**config.mk**
```make
export PLATFORM = sky130hd
export DESIGN_NAME = median_temp_sensor_conditioner
export DESIGN_NICKNAME = d
export VERILOG_FILES = /design/src/rtl/mtsc_pkg.sv /design/src/rtl/median_temp_sensor_conditioner.sv /design/src/rtl/mtsc_cell.sv /design/src/rtl/mtsc_sort_row.sv /design/src/rtl/mtsc_supply.sv
export SDC_FILE = /design/constraint.sdc
export NUM_CORES = 2
export LEC_CHECK = 0
export BUFFER_PORTS_ARGS = -buffer_cell sky130_fd_sc_hd__buf_2
export CAP_MARGIN = 20
export CORE_ASPECT_RATIO = 1.1
export CORE_MARGIN = 1.5
export CORE_UTILIZATION = 30
export CTS_CLUSTER_DIAMETER = 200
export DETAILED_ROUTE_END_ITERATION = 7
export PLACE_DENSITY_LB_ADDON = 0.25
export SYNTH_ARGS = -nofsm -noshare
export SYNTH_HDL_FRONTEND = slang
export SYNTH_SLANG_ARGS = --single-unit
```
**constraint.sdc**
```tcl
create_clock -name clk -period 13 [get_ports clk]
set_clock_uncertainty 0.05 [all_clocks]
set_input_delay 1.95 -clock clk [delete_from_list [all_inputs] [get_ports clk]]
set_output_delay 1.95 -clock clk [all_outputs]
set_load 0.01 [all_outputs]
```
**src/rtl/mtsc_pkg.sv**
```systemverilog
package mtsc_pkg;

    localparam int SAMPLE_W           = 12;
    localparam int WINDOW_DEF         = 16;
    localparam int SUPPLY_SAMPLES_DEF = 50;

    localparam int SUM_W         = 18;
    localparam int SCALE_W       = 20;
    localparam int RECIP_SHIFT   = 24;
    localparam int RECIP_W       = RECIP_SHIFT + 1;
    localparam int SUPPLY_PROD_W = SUM_W + SCALE_W;
    localparam int MV_W          = 16;

    localparam int CFG_INDEX_W = 3;
    localparam int CFG_DATA_W  = 24;

    localparam logic [CFG_INDEX_W-1:0] REG_CAL_SLOPE    = 3'd0;
    localparam logic [CFG_INDEX_W-1:0] REG_CAL_OFFSET   = 3'd1;
    localparam logic [CFG_INDEX_W-1:0] REG_TEMP_LOW     = 3'd2;
    localparam logic [CFG_INDEX_W-1:0] REG_TEMP_HIGH    = 3'd3;
    localparam logic [CFG_INDEX_W-1:0] REG_VOLT_SCALE   = 3'd4;
    localparam logic [CFG_INDEX_W-1:0] REG_SUPPLY_SCALE = 3'd5;

    localparam logic signed [23:0] CAL_SLOPE_RST    = 24'sd0;
    localparam logic signed [23:0] CAL_OFFSET_RST   = 24'sd0;
    localparam logic signed [15:0] TEMP_LOW_RST     = -16'sd4000;
    localparam logic signed [15:0] TEMP_HIGH_RST    = 16'sd20000;
    localparam logic [SCALE_W-1:0] VOLT_SCALE_RST   = 20'd52800;
    localparam logic [SCALE_W-1:0] SUPPLY_SCALE_RST = 20'd286059;

    localparam logic [15:0] TEMP_INVALID = 16'hFFFF;
    localparam logic [MV_W-1:0] MV_MAX   = 16'hFFFF;

    typedef struct packed {
        logic                gt;
        logic [SAMPLE_W-1:0] val;
    } mtsc_link_t;

    typedef struct packed {
        logic                     done;
        logic [SUPPLY_PROD_W-1:0] prod;
    } mtsc_supply_t;

endpackage

```
**src/rtl/median_temp_sensor_conditioner.sv**
```systemverilog
// Each accepted beat passes the a, b and c stage registers and the output register.
// Throughput: one beat per cycle; the insertion cell row takes one sample
// per cycle. Every stage advances only while the output register is free or
// being taken, so s_tready follows m_tready.
// Reset (rst_n, async): pipeline, window and supply counters cleared,
// registers back to defaults; window cell contents are not cleared.
module median_temp_sensor_conditioner #(
    parameter int WINDOW         = mtsc_pkg::WINDOW_DEF,
    parameter int SUPPLY_SAMPLES = mtsc_pkg::SUPPLY_SAMPLES_DEF
) (
    input  logic                                clk,
    input  logic                                rst_n,
    input  logic                                s_tvalid,
    output logic                                s_tready,
    input  logic [23:0]                         s_tdata,   // temp_sample, supply_sample
    input  logic                                s_tuser,   // restart_supply
    output logic                                m_tvalid,
    input  logic                                m_tready,
    // median_adc, sensor_mv, temperature_x100, supply_mv, zero pad
    output logic [63:0]                         m_tdata,
    output logic [2:0]                          m_tuser,   // window_done, temp_valid,
                                                           // supply_done
    input  logic                                cfg_valid,
    output logic                                cfg_ready,
    input  logic [mtsc_pkg::CFG_INDEX_W-1:0]    cfg_index,
    input  logic [mtsc_pkg::CFG_DATA_W-1:0]     cfg_data
);

    localparam int FW = $clog2(WINDOW);
    localparam int SP = mtsc_pkg::SUPPLY_PROD_W;

    logic signed [23:0]            cal_slope_reg;
    logic signed [23:0]            cal_offset_reg;
    logic signed [15:0]            temp_low_reg;
    logic signed [15:0]            temp_high_reg;
    logic [mtsc_pkg::SCALE_W-1:0]  volt_scale_reg;
    logic [mtsc_pkg::SCALE_W-1:0]  supply_scale_reg;

    logic          en;
    logic          accept;
    logic [11:0]   temp_sample;
    logic [11:0]   supply_sample;

    logic [FW-1:0] fill_reg;
    logic          wdone;
    logic [11:0]   med_next;

    logic          va_reg, vb_reg, vc_reg;
    logic          wdone_a_reg, wdone_b_reg, wdone_c_reg;
    logic [11:0]   med_a_reg, med_b_reg, med_c_reg;
    logic signed [36:0] tprod_b_reg;
    logic [31:0]   mvprod_b_reg;
    logic [15:0]   mv_c_reg;
    logic signed [40:0] t_c_reg;

    logic signed [36:0] slope_x, med_x;
    logic signed [40:0] off_x, lo_x, hi_x, whole;
    logic          in_range;
    logic [15:0]   temp_out;
    logic [15:0]   supply_mv;

    logic          m_tvalid_reg;
    logic [63:0]   m_tdata_reg;
    logic [2:0]    m_tuser_reg;

    mtsc_pkg::mtsc_supply_t supply_res;

    assign cfg_ready = 1'b1;

    always_ff @(posedge clk or negedge rst_n)
    begin
        if (!rst_n)
        begin
            cal_slope_reg    <= mtsc_pkg::CAL_SLOPE_RST;
            cal_offset_reg   <= mtsc_pkg::CAL_OFFSET_RST;
            temp_low_reg     <= mtsc_pkg::TEMP_LOW_RST;
            temp_high_reg    <= mtsc_pkg::TEMP_HIGH_RST;
            volt_scale_reg   <= mtsc_pkg::VOLT_SCALE_RST;
            supply_scale_reg <= mtsc_pkg::SUPPLY_SCALE_RST;
        end
        else if (cfg_valid)
        begin
            unique case (cfg_index)
                mtsc_pkg::REG_CAL_SLOPE:    cal_slope_reg    <= cfg_data;
                mtsc_pkg::REG_CAL_OFFSET:   cal_offset_reg   <= cfg_data;
                mtsc_pkg::REG_TEMP_LOW:     temp_low_reg     <= cfg_data[15:0];
                mtsc_pkg::REG_TEMP_HIGH:    temp_high_reg    <= cfg_data[15:0];
                mtsc_pkg::REG_VOLT_SCALE:   volt_scale_reg   <= cfg_data[19:0];
                mtsc_pkg::REG_SUPPLY_SCALE: supply_scale_reg <= cfg_data[19:0];
                default: ;
            endcase
        end
    end

    assign en            = !m_tvalid_reg || m_tready;
    assign s_tready      = en;
    assign accept        = s_tvalid && en;
    assign temp_sample   = s_tdata[11:0];
    assign supply_sample = s_tdata[23:12];
    assign wdone         = (fill_reg == FW'(WINDOW - 1));

    always_ff @(posedge clk or negedge rst_n)
    begin
        if (!rst_n)
        begin
            fill_reg     <= '0;
            va_reg       <= 1'b0;
            vb_reg       <= 1'b0;
            vc_reg       <= 1'b0;
            m_tvalid_reg <= 1'b0;
        end
        else
        begin
            if (accept)
            begin
                fill_reg <= wdone ? '0 : fill_reg + FW'(1);
            end
            if (en)
            begin
                va_reg       <= accept;
                vb_reg       <= va_reg;
                vc_reg       <= vb_reg;
                m_tvalid_reg <= vc_reg;
            end
        end
    end

    mtsc_sort_row #(
        .WINDOW (WINDOW)
    ) u_sort_row (
        .clk      (clk),
        .en       (accept),
        .x        (temp_sample),
        .fill     (fill_reg),
        .med_next (med_next)
    );

    mtsc_supply #(
        .SUPPLY_SAMPLES (SUPPLY_SAMPLES)
    ) u_supply (
        .clk     (clk),
        .rst_n   (rst_n),
        .en      (en),
        .accept  (accept),
        .restart (s_tuser),
        .sample  (supply_sample),
        .scale   (supply_scale_reg),
        .res     (supply_res)
    );

    assign slope_x = 37'(cal_slope_reg);
    assign med_x   = 37'({1'b0, med_a_reg});
    assign off_x   = 41'(cal_offset_reg) <<< 16;
    assign lo_x    = 41'(temp_low_reg) <<< 16;
    assign hi_x    = 41'(temp_high_reg) <<< 16;

    always_comb
    begin
        in_range = (t_c_reg >= lo_x) && (t_c_reg <= hi_x);
        whole    = t_c_reg >>> 16;
        // round toward zero
        if (t_c_reg[40] && (t_c_reg[15:0] != '0))
        begin
            whole = whole + 41'sd1;
        end
        temp_out  = in_range ? whole[15:0] : mtsc_pkg::TEMP_INVALID;
        supply_mv = (supply_res.prod[SP-1:32] != '0) ? mtsc_pkg::MV_MAX
                                                     : supply_res.prod[31:16];
    end

    always_ff @(posedge clk)
    begin
        if (en)
        begin
            wdone_a_reg  <= accept && wdone;
            med_a_reg    <= med_next;

            wdone_b_reg  <= wdone_a_reg;
            med_b_reg    <= med_a_reg;
            tprod_b_reg  <= slope_x * med_x;
            mvprod_b_reg <= 32'(med_a_reg) * 32'(volt_scale_reg);

            wdone_c_reg  <= wdone_b_reg;
            med_c_reg    <= med_b_reg;
            mv_c_reg     <= mvprod_b_reg[31:16];
            t_c_reg      <= 41'(tprod_b_reg) + off_x;

            m_tdata_reg[11:0]  <= wdone_c_reg ? med_c_reg : '0;
            m_tdata_reg[27:12] <= wdone_c_reg ? mv_c_reg : '0;
            m_tdata_reg[43:28] <= wdone_c_reg ? temp_out : '0;
            m_tdata_reg[59:44] <= supply_res.done ? supply_mv : '0;
            m_tdata_reg[63:60] <= '0;
            m_tuser_reg[0]     <= wdone_c_reg;
            m_tuser_reg[1]     <= wdone_c_reg && in_range;
            m_tuser_reg[2]     <= supply_res.done;
        end
    end

    assign m_tvalid = m_tvalid_reg;
    assign m_tdata  = m_tdata_reg;
    assign m_tuser  = m_tuser_reg;

    a_fill_range: assert property (@(posedge clk) disable iff (!rst_n)
        fill_reg <= FW'(WINDOW - 1))
        else $error("window fill count out of range");

    a_idle_window: assert property (@(posedge clk) disable iff (!rst_n)
        m_tvalid && !m_tuser[0] |-> (m_tdata[43:0] == '0) && !m_tuser[1])
        else $error("window fields set without a completed window");

    a_invalid_temp: assert property (@(posedge clk) disable iff (!rst_n)
        m_tvalid && m_tuser[0] && !m_tuser[1] |->
            m_tdata[43:28] == mtsc_pkg::TEMP_INVALID)
        else $error("out-of-bounds temperature not flagged");

    a_idle_supply: assert property (@(posedge clk) disable iff (!rst_n)
        m_tvalid && !m_tuser[2] |-> m_tdata[59:44] == '0)
        else $error("supply value set without a completed average");

endmodule

```
**src/rtl/mtsc_cell.sv**
```systemverilog
module mtsc_cell (
    input  logic                          clk,
    input  logic                          en,
    input  logic [mtsc_pkg::SAMPLE_W-1:0] x,
    input  logic                          occ,
    input  mtsc_pkg::mtsc_link_t          left,
    output mtsc_pkg::mtsc_link_t          right
);

    logic [mtsc_pkg::SAMPLE_W-1:0] val_reg;
    logic [mtsc_pkg::SAMPLE_W-1:0] val_next;

    // empty cell counts as +infinity
    assign right.gt  = !occ || (val_reg > x);
    assign right.val = val_reg;

    always_comb
    begin
        priority if (left.gt)
        begin
            val_next = left.val;
        end
        else if (right.gt)
        begin
            val_next = x;
        end
        else
        begin
            val_next = val_reg;
        end
    end

    always_ff @(posedge clk)
    begin
        if (en)
        begin
            val_reg <= val_next;
        end
    end

endmodule

```
**src/rtl/mtsc_sort_row.sv**
```systemverilog
module mtsc_sort_row #(
    parameter int WINDOW = mtsc_pkg::WINDOW_DEF
) (
    input  logic                          clk,
    input  logic                          en,
    input  logic [mtsc_pkg::SAMPLE_W-1:0] x,
    input  logic [$clog2(WINDOW)-1:0]     fill,
    output logic [mtsc_pkg::SAMPLE_W-1:0] med_next
);

    localparam int FW  = $clog2(WINDOW);
    localparam int MED = WINDOW / 2;

    mtsc_pkg::mtsc_link_t link [WINDOW];

    for (genvar i = 0; i < WINDOW; i++)
    begin : g_cell
        localparam logic [FW-1:0] IDX = FW'(i);
        mtsc_pkg::mtsc_link_t left_in;
        logic                 occ;

        assign occ = IDX < fill;

        if (i == 0)
        begin : g_head
            assign left_in = '0;
        end
        else
        begin : g_body
            assign left_in = link[i-1];
        end

        mtsc_cell u_cell (
            .clk   (clk),
            .en    (en),
            .x     (x),
            .occ   (occ),
            .left  (left_in),
            .right (link[i])
        );
    end

    always_comb
    begin
        priority if (link[MED-1].gt)
        begin
            med_next = link[MED-1].val;
        end
        else if (link[MED].gt)
        begin
            med_next = x;
        end
        else
        begin
            med_next = link[MED].val;
        end
    end

endmodule

```
**src/rtl/mtsc_supply.sv**
```systemverilog
module mtsc_supply #(
    parameter int SUPPLY_SAMPLES = mtsc_pkg::SUPPLY_SAMPLES_DEF
) (
    input  logic                          clk,
    input  logic                          rst_n,
    input  logic                          en,
    input  logic                          accept,
    input  logic                          restart,
    input  logic [mtsc_pkg::SAMPLE_W-1:0] sample,
    input  logic [mtsc_pkg::SCALE_W-1:0]  scale,
    output mtsc_pkg::mtsc_supply_t        res
);

    localparam int CW = $clog2(SUPPLY_SAMPLES + 1);
    localparam int SW = mtsc_pkg::SUM_W;
    localparam int RW = mtsc_pkg::RECIP_W;
    localparam logic [CW-1:0] CNT_MAX = CW'(SUPPLY_SAMPLES);
    // ceil(2^24 / N): exact floor division for any 18-bit sum, N < 64
    localparam logic [RW-1:0] RECIP =
        RW'(((1 << mtsc_pkg::RECIP_SHIFT) + SUPPLY_SAMPLES - 1) / SUPPLY_SAMPLES);

    logic [CW-1:0] cnt_reg, cnt_next, cnt0;
    logic [SW-1:0] sum_reg, sum_next, sum0, sum1;
    logic          hit;

    logic [SW-1:0]    sum_a_reg;
    logic             done_a_reg;
    logic [SW+RW-1:0] quot_prod;
    logic [SW-1:0]    avg_b_reg;
    logic             done_b_reg;
    mtsc_pkg::mtsc_supply_t res_reg;

    always_comb
    begin
        cnt0     = restart ? '0 : cnt_reg;
        sum0     = restart ? '0 : sum_reg;
        sum1     = sum0 + SW'(sample);
        hit      = 1'b0;
        cnt_next = cnt0;
        sum_next = sum0;
        if (cnt0 < CNT_MAX)
        begin
            cnt_next = cnt0 + CW'(1);
            hit      = (cnt_next == CNT_MAX);
            sum_next = hit ? '0 : sum1;
        end
    end

    always_ff @(posedge clk or negedge rst_n)
    begin
        if (!rst_n)
        begin
            cnt_reg <= '0;
            sum_reg <= '0;
        end
        else if (accept)
        begin
            cnt_reg <= cnt_next;
            sum_reg <= sum_next;
        end
    end

    assign quot_prod = (SW+RW)'(sum_a_reg) * (SW+RW)'(RECIP);

    always_ff @(posedge clk)
    begin
        if (en)
        begin
            sum_a_reg    <= sum1;
            done_a_reg   <= accept && hit;
            avg_b_reg    <= quot_prod[mtsc_pkg::RECIP_SHIFT +: SW];
            done_b_reg   <= done_a_reg;
            res_reg.done <= done_b_reg;
            res_reg.prod <= mtsc_pkg::SUPPLY_PROD_W'(avg_b_reg)
                          * mtsc_pkg::SUPPLY_PROD_W'(scale);
        end
    end

    assign res = res_reg;

endmodule

```
Word-level counts from Yosys, hierarchy flattened --
Cells that the tools add are included. W data, S select, Z words.
Storage, ports and cells: bits in latches 0, flip-flop bits (word level) 560, memories kept 0, ROM bits 0, output and inout port bits 70, memory bits (writable) 0
Operators by class: reduce and logical (&&, ||, !) cells 50, shift-type cells 0, eq/ne operators 7, $mul 4, muxes and demuxes 26, add/subtract/negate cells 5, magnitude comparators 21, bitwise gates (word level) 0, divide/modulo/power cells 0
Operators by type and width (count):
- $mux W12 | 16
- $gt A12 B12 Y1 | 9
- $mux W18 | 3
- $mux W16 | 3
- $add A37 B40 Y41 | 1
- $ge A41 B32 Y1 | 1
- $le A41 B32 Y1 | 1
- $mul A18 B19 Y37 const B | 1
- $mul A24 B13 Y37 | 1
- $mul A13 B20 Y33 | 1
- $mul A12 B20 Y32 | 1
- $reduce_and A2 Y1 | 14
- $add A18 B12 Y18 | 1
- $add A16 B2 Y16 const B | 1
- $lt A3 B4 Y1 const A | 4
- $reduce_bool A16 Y1 | 1
- $reduce_bool A2 Y1 | 7
- $mux W6 | 2
- $logic_not A1 Y1 | 10
- $logic_or A1 B1 Y1 | 10
- $lt A1 B4 Y1 const A | 2
- $lt A2 B4 Y1 const A | 2
- $add A6 B1 Y6 const B | 1
- $eq A3 B2 Y1 const B | 2
- 12 further kinds | 18

Longest topological paths before layout --
depth in word-level cells 5, mapped depth 23, mapped depth without buffers 22

Cells and area by module --
A second synthesis with hierarchy kept.
Second synthesis, totals: cells, all modules 5706, area, all modules 57279.9 um^2
Modules (own cells, without submodules):
- median_temp_sensor_conditioner | area each 31544.0 um^2, cells each 2982, times used 1
- mtsc_supply | area each 18290.0 um^2, cells each 1937, times used 1
- mtsc_cell | area each 792.0 um^2, cells each 82, times used 9
- mtsc_sort_row | area each 317.8 um^2, cells each 49, times used 1

Least setup slack after synthesis --
Ideal clock, no wire load.
path type in2reg, start input m_tready, end register u_sort_row.g_cell[0].u_cell.val_reg[0] (netlist bit), enable pin, slack 2.316 ns, data arrival time 10.279 ns, cell stages on the path 5, path through nand2b_1 -> nand2_1 -> clkinv_1 -> clkbuf_1 -> and2_1
On the way: cells in the longest elaborated chain, start to end 3
RTL lines:
- start, declared | line median_temp_sensor_conditioner.sv:18 | input logic m_tready,
- $logic_or A1 B1 Y1 | line median_temp_sensor_conditioner.sv:95 | assign en = !m_tvalid_reg || m_tready;
- $logic_and A1 B1 Y1 | line median_temp_sensor_conditioner.sv:97 | assign accept = s_tvalid && en;
- named net accept | line median_temp_sensor_conditioner.sv:40 | logic accept;
- $reduce_and A2 Y1 (no source line)
- end signal, assigned | line mtsc_cell.sv:37 | val_reg <= val_next;
- end, declared | line mtsc_cell.sv:10 | logic [mtsc_pkg::SAMPLE_W-1:0] val_reg;
The timed path passes the listed nets, and every way through them passes these cells. A chain may end at the register's enable or synchronous reset.

Worst setup path in the final report --
start register med_a_reg[6], end register mvprod_b_reg[30], data pin
On the way: cells in the longest elaborated chain, start to end 1
RTL lines:
- start, declared | line median_temp_sensor_conditioner.sv:50 | logic [11:0] med_a_reg, med_b_reg, med_c_reg;
- start signal, assigned | line median_temp_sensor_conditioner.sv:176 | med_a_reg <= med_next;
- $mul A12 B20 Y32 | line median_temp_sensor_conditioner.sv:181 | mvprod_b_reg <= 32'(med_a_reg) * 32'(volt_scale_reg);
- end signal, assigned | line median_temp_sensor_conditioner.sv:181
- end, declared | line median_temp_sensor_conditioner.sv:52 | logic [31:0] mvprod_b_reg;
No other way between the ends.

==> summary.txt <==
Outcome
  • Status: finished clean

Floorplan
  • Die H: 452 um
  • Die ar.: 0.186 mm2
  • Die width: 412 um
  • I/O pin count: 127
  • Initial Utilization: 30.3%
  • Core Box Area: 0.182 mm2
  • Core Rows: 164

Synthesis
  • FFs w/ async S/R, synth: 29.1%
  • Distinct cell type count after synthesis: 92
  • Seq/Total Area, Yosys: 27.2%
  • Netlist Area Pre-Place: 0.0551 mm2
  • Most frequent cells after synthesis: inv_1, fa_1, nand2_1
  • Most numerous cell in the Yosys netlist: inv_1
  • Synth area leader: fa_1
  • Post-synth EDFFs: 371
  • Cells after synthesis: 5,245
  • Post-synth top area share: 27.4%
  • Most used flip-flop cell after synthesis: edfxtp_1
  • Seq cells post-synth: 523
  • Dominant cells by area after synthesis: fa_1, edfxtp_1, ha_1
  • Syn. warnings: 0
  • Average cell area after synthesis: 10.5 um2

CTS
  • CTS Sinks: 523
  • Clock Latency Late Sink: 0.69 ns
  • Post-CTS Setup Inserts: 0
  • CTS root buf: clkbuf_16
  • Post-CTS sizing: 0
  • H-Tree Depth: 3
  • Worst-path clk slew: 0.06 ns
  • CTS tree: yes
  • Max clock buf depth: 3
  • CTS buffer count: 68
  • Cts hold-fix bufs: 0

STA
  • Setup TNS: 0 ns
  • Final min period: 6.61 ns
  • Final Setup Violations: 0
  • RSZ-0062 raised after global routing: no
  • Worst Max-Slew Pin Slew: 1.04 ns
  • Fmax: 151 MHz
  • Final Hold Fails: 0
  • Final Max Slew Viols: 0
  • Fin crit share: 50.9%
  • Worst hold slack: 0.360 ns
  • Slew headroom: 30.5%

Detailed routing
  • Residual DRC: 0
  • Final WL: 132 mm
  • Routed Antenna Nets: 0
  • First DRT Iteration DRCs: 1,666
  • Vias post-DR: 35.6k
  • Average wire per standard cell: 17.1 um
  • TritonRoute pass-1 iters: 5
  • Via/cell ratio: 4.60

Finish
  • Largest register FFs: 108
  • Final std cells w/o fill: 7,749
  • Area Overhead vs Synth: 9.99%
  • NumNets Final: 6,666
  • Share of layout cells above drive strength 1: 9.59%

Job
  • MaxCap Viol Count: 0

Placement
  • Placer congestion estimate: 0.844
  • IO Port Bufs: 121
  • Post-detail-place hpwl: 102 mm
  • Placed cells: 7,618

Setup path
  • Req. time, crit path: 13.39 ns
  • Max Fanout on Critical Path: 35
  • Worst Setup Path Type: reg -> reg
  • CP arrival: 7.00 ns
  • Setup crit end kind: flop
  • Element type at the critical path start: flop

Global routing
  • Vias in the first global route: 38.5k
  • First-pass GRT wire length: 214 mm
  • Largest net degree at the start of global routing: 95
  • GRT Overall Usage: 14.6%
  • Overflow after GRT: 0
  • Initial antenna violation count: 8

Min path
  • HP Class: reg -> reg
## cell type report
type,instances,area (um2)
Antenna cell,4,10.0
Clock buffer,90,1900
Clock inverter,36,363
Fill cell,18400,121000
Inverter,1078,4050
Multi-Input combinational cell,3448,35300
Sequential cell,523,15000
Tap cell,2407,3010
Timing Repair Buffer,163,947
## critical path, cell delays in order, from the launching register on
cell      delay [ns]
edfxtp_1        0.59
buf_4           0.47
nand2_1         0.14
fa_1            0.57
inv_1           0.05
fa_1            0.56
fa_1            0.43
fa_1            0.49
inv_1           0.05
fa_1            0.47
inv_1           0.04
ha_1            0.30
a21oi_1         0.14
o21ai_0         0.09
a31oi_1         0.24
a211oi_1        0.21
o41ai_2         0.58
a21oi_1         0.23
nor3_1          0.34
o21bai_1        0.12
xor2_1          0.15
## worst paths after layout
| check | start | cells after the start | end | slack [ns] |
|---|---|---|---|---|
| min in group asynchronous | rst_n | 1 | temp_high_reg[15] | 1.28 |
| max in group asynchronous | rst_n | 2 | volt_scale_reg[1] | 10.42 |
| worst min register to register | tprod_b_reg[10] | 0 | t_c_reg[10] | 0.36 |
| worst max register to register | med_a_reg[6] | 20 | mvprod_b_reg[30] | 6.39 |
| worst max-delay path | med_a_reg[6] | 20 | mvprod_b_reg[30] | 6.39 |
| worst min-delay path | tprod_b_reg[10] | 0 | t_c_reg[10] | 0.36 |
## per-layer routing
layer / part of all wire [%] / track usage, %
met4: 1.8 / 3.49
met3: 4.2 / 2.18
met1: 47 / 20.0
met5: 0 / 0
met2: 47 / 24.1
## cells in the final DEF, fill, tap and decap left out, types with 54 or more instances in the layout
cell type	synthesis	final
a21o_1	88	88
buf_2	6	120
nand4_1	54	54
a21oi_1	151	151
nand2_1	596	596
o21ai_0	97	97
ha_1	572	572
fa_1	755	755
inv_1	1076	1076
dfrtp_1	124	124
mux2_2	179	179
nor2_1	100	100
clkbuf_16	0	72
and2_1	319	319
xnor2_1	78	78
edfxtp_1	371	371
## metrics by stage
step	util [%]	cell area [um2]	setup slack [ns]
2_1_floorplan	-	55100	2.32
3_3_place_gp	32.0	58300	6.40
3_5_place_dp	32.0	58300	6.36
4_1_cts	33.3	60600	6.33
5_1_grt	33.3	60600	5.99
6_report	33.3	60600	6.39
## cells by family (layout without fill, tap and decap cells)
logic type	after synthesis	in the layout	synth area share (%)
xor+xnor	119	119	1.89
flops	523	523	27.2
mux	205	205	4.15
fa+ha+maj	1327	1327	40.4
other cells	2	9	0.0136
simple gates	1253	1253	11.0
buf+inv	1277	1367	8.78
compound gates	539	539	6.53
Power is not shown: default switching activity piles up to over one toggle a cycle in this logic, so the estimate is an artifact.
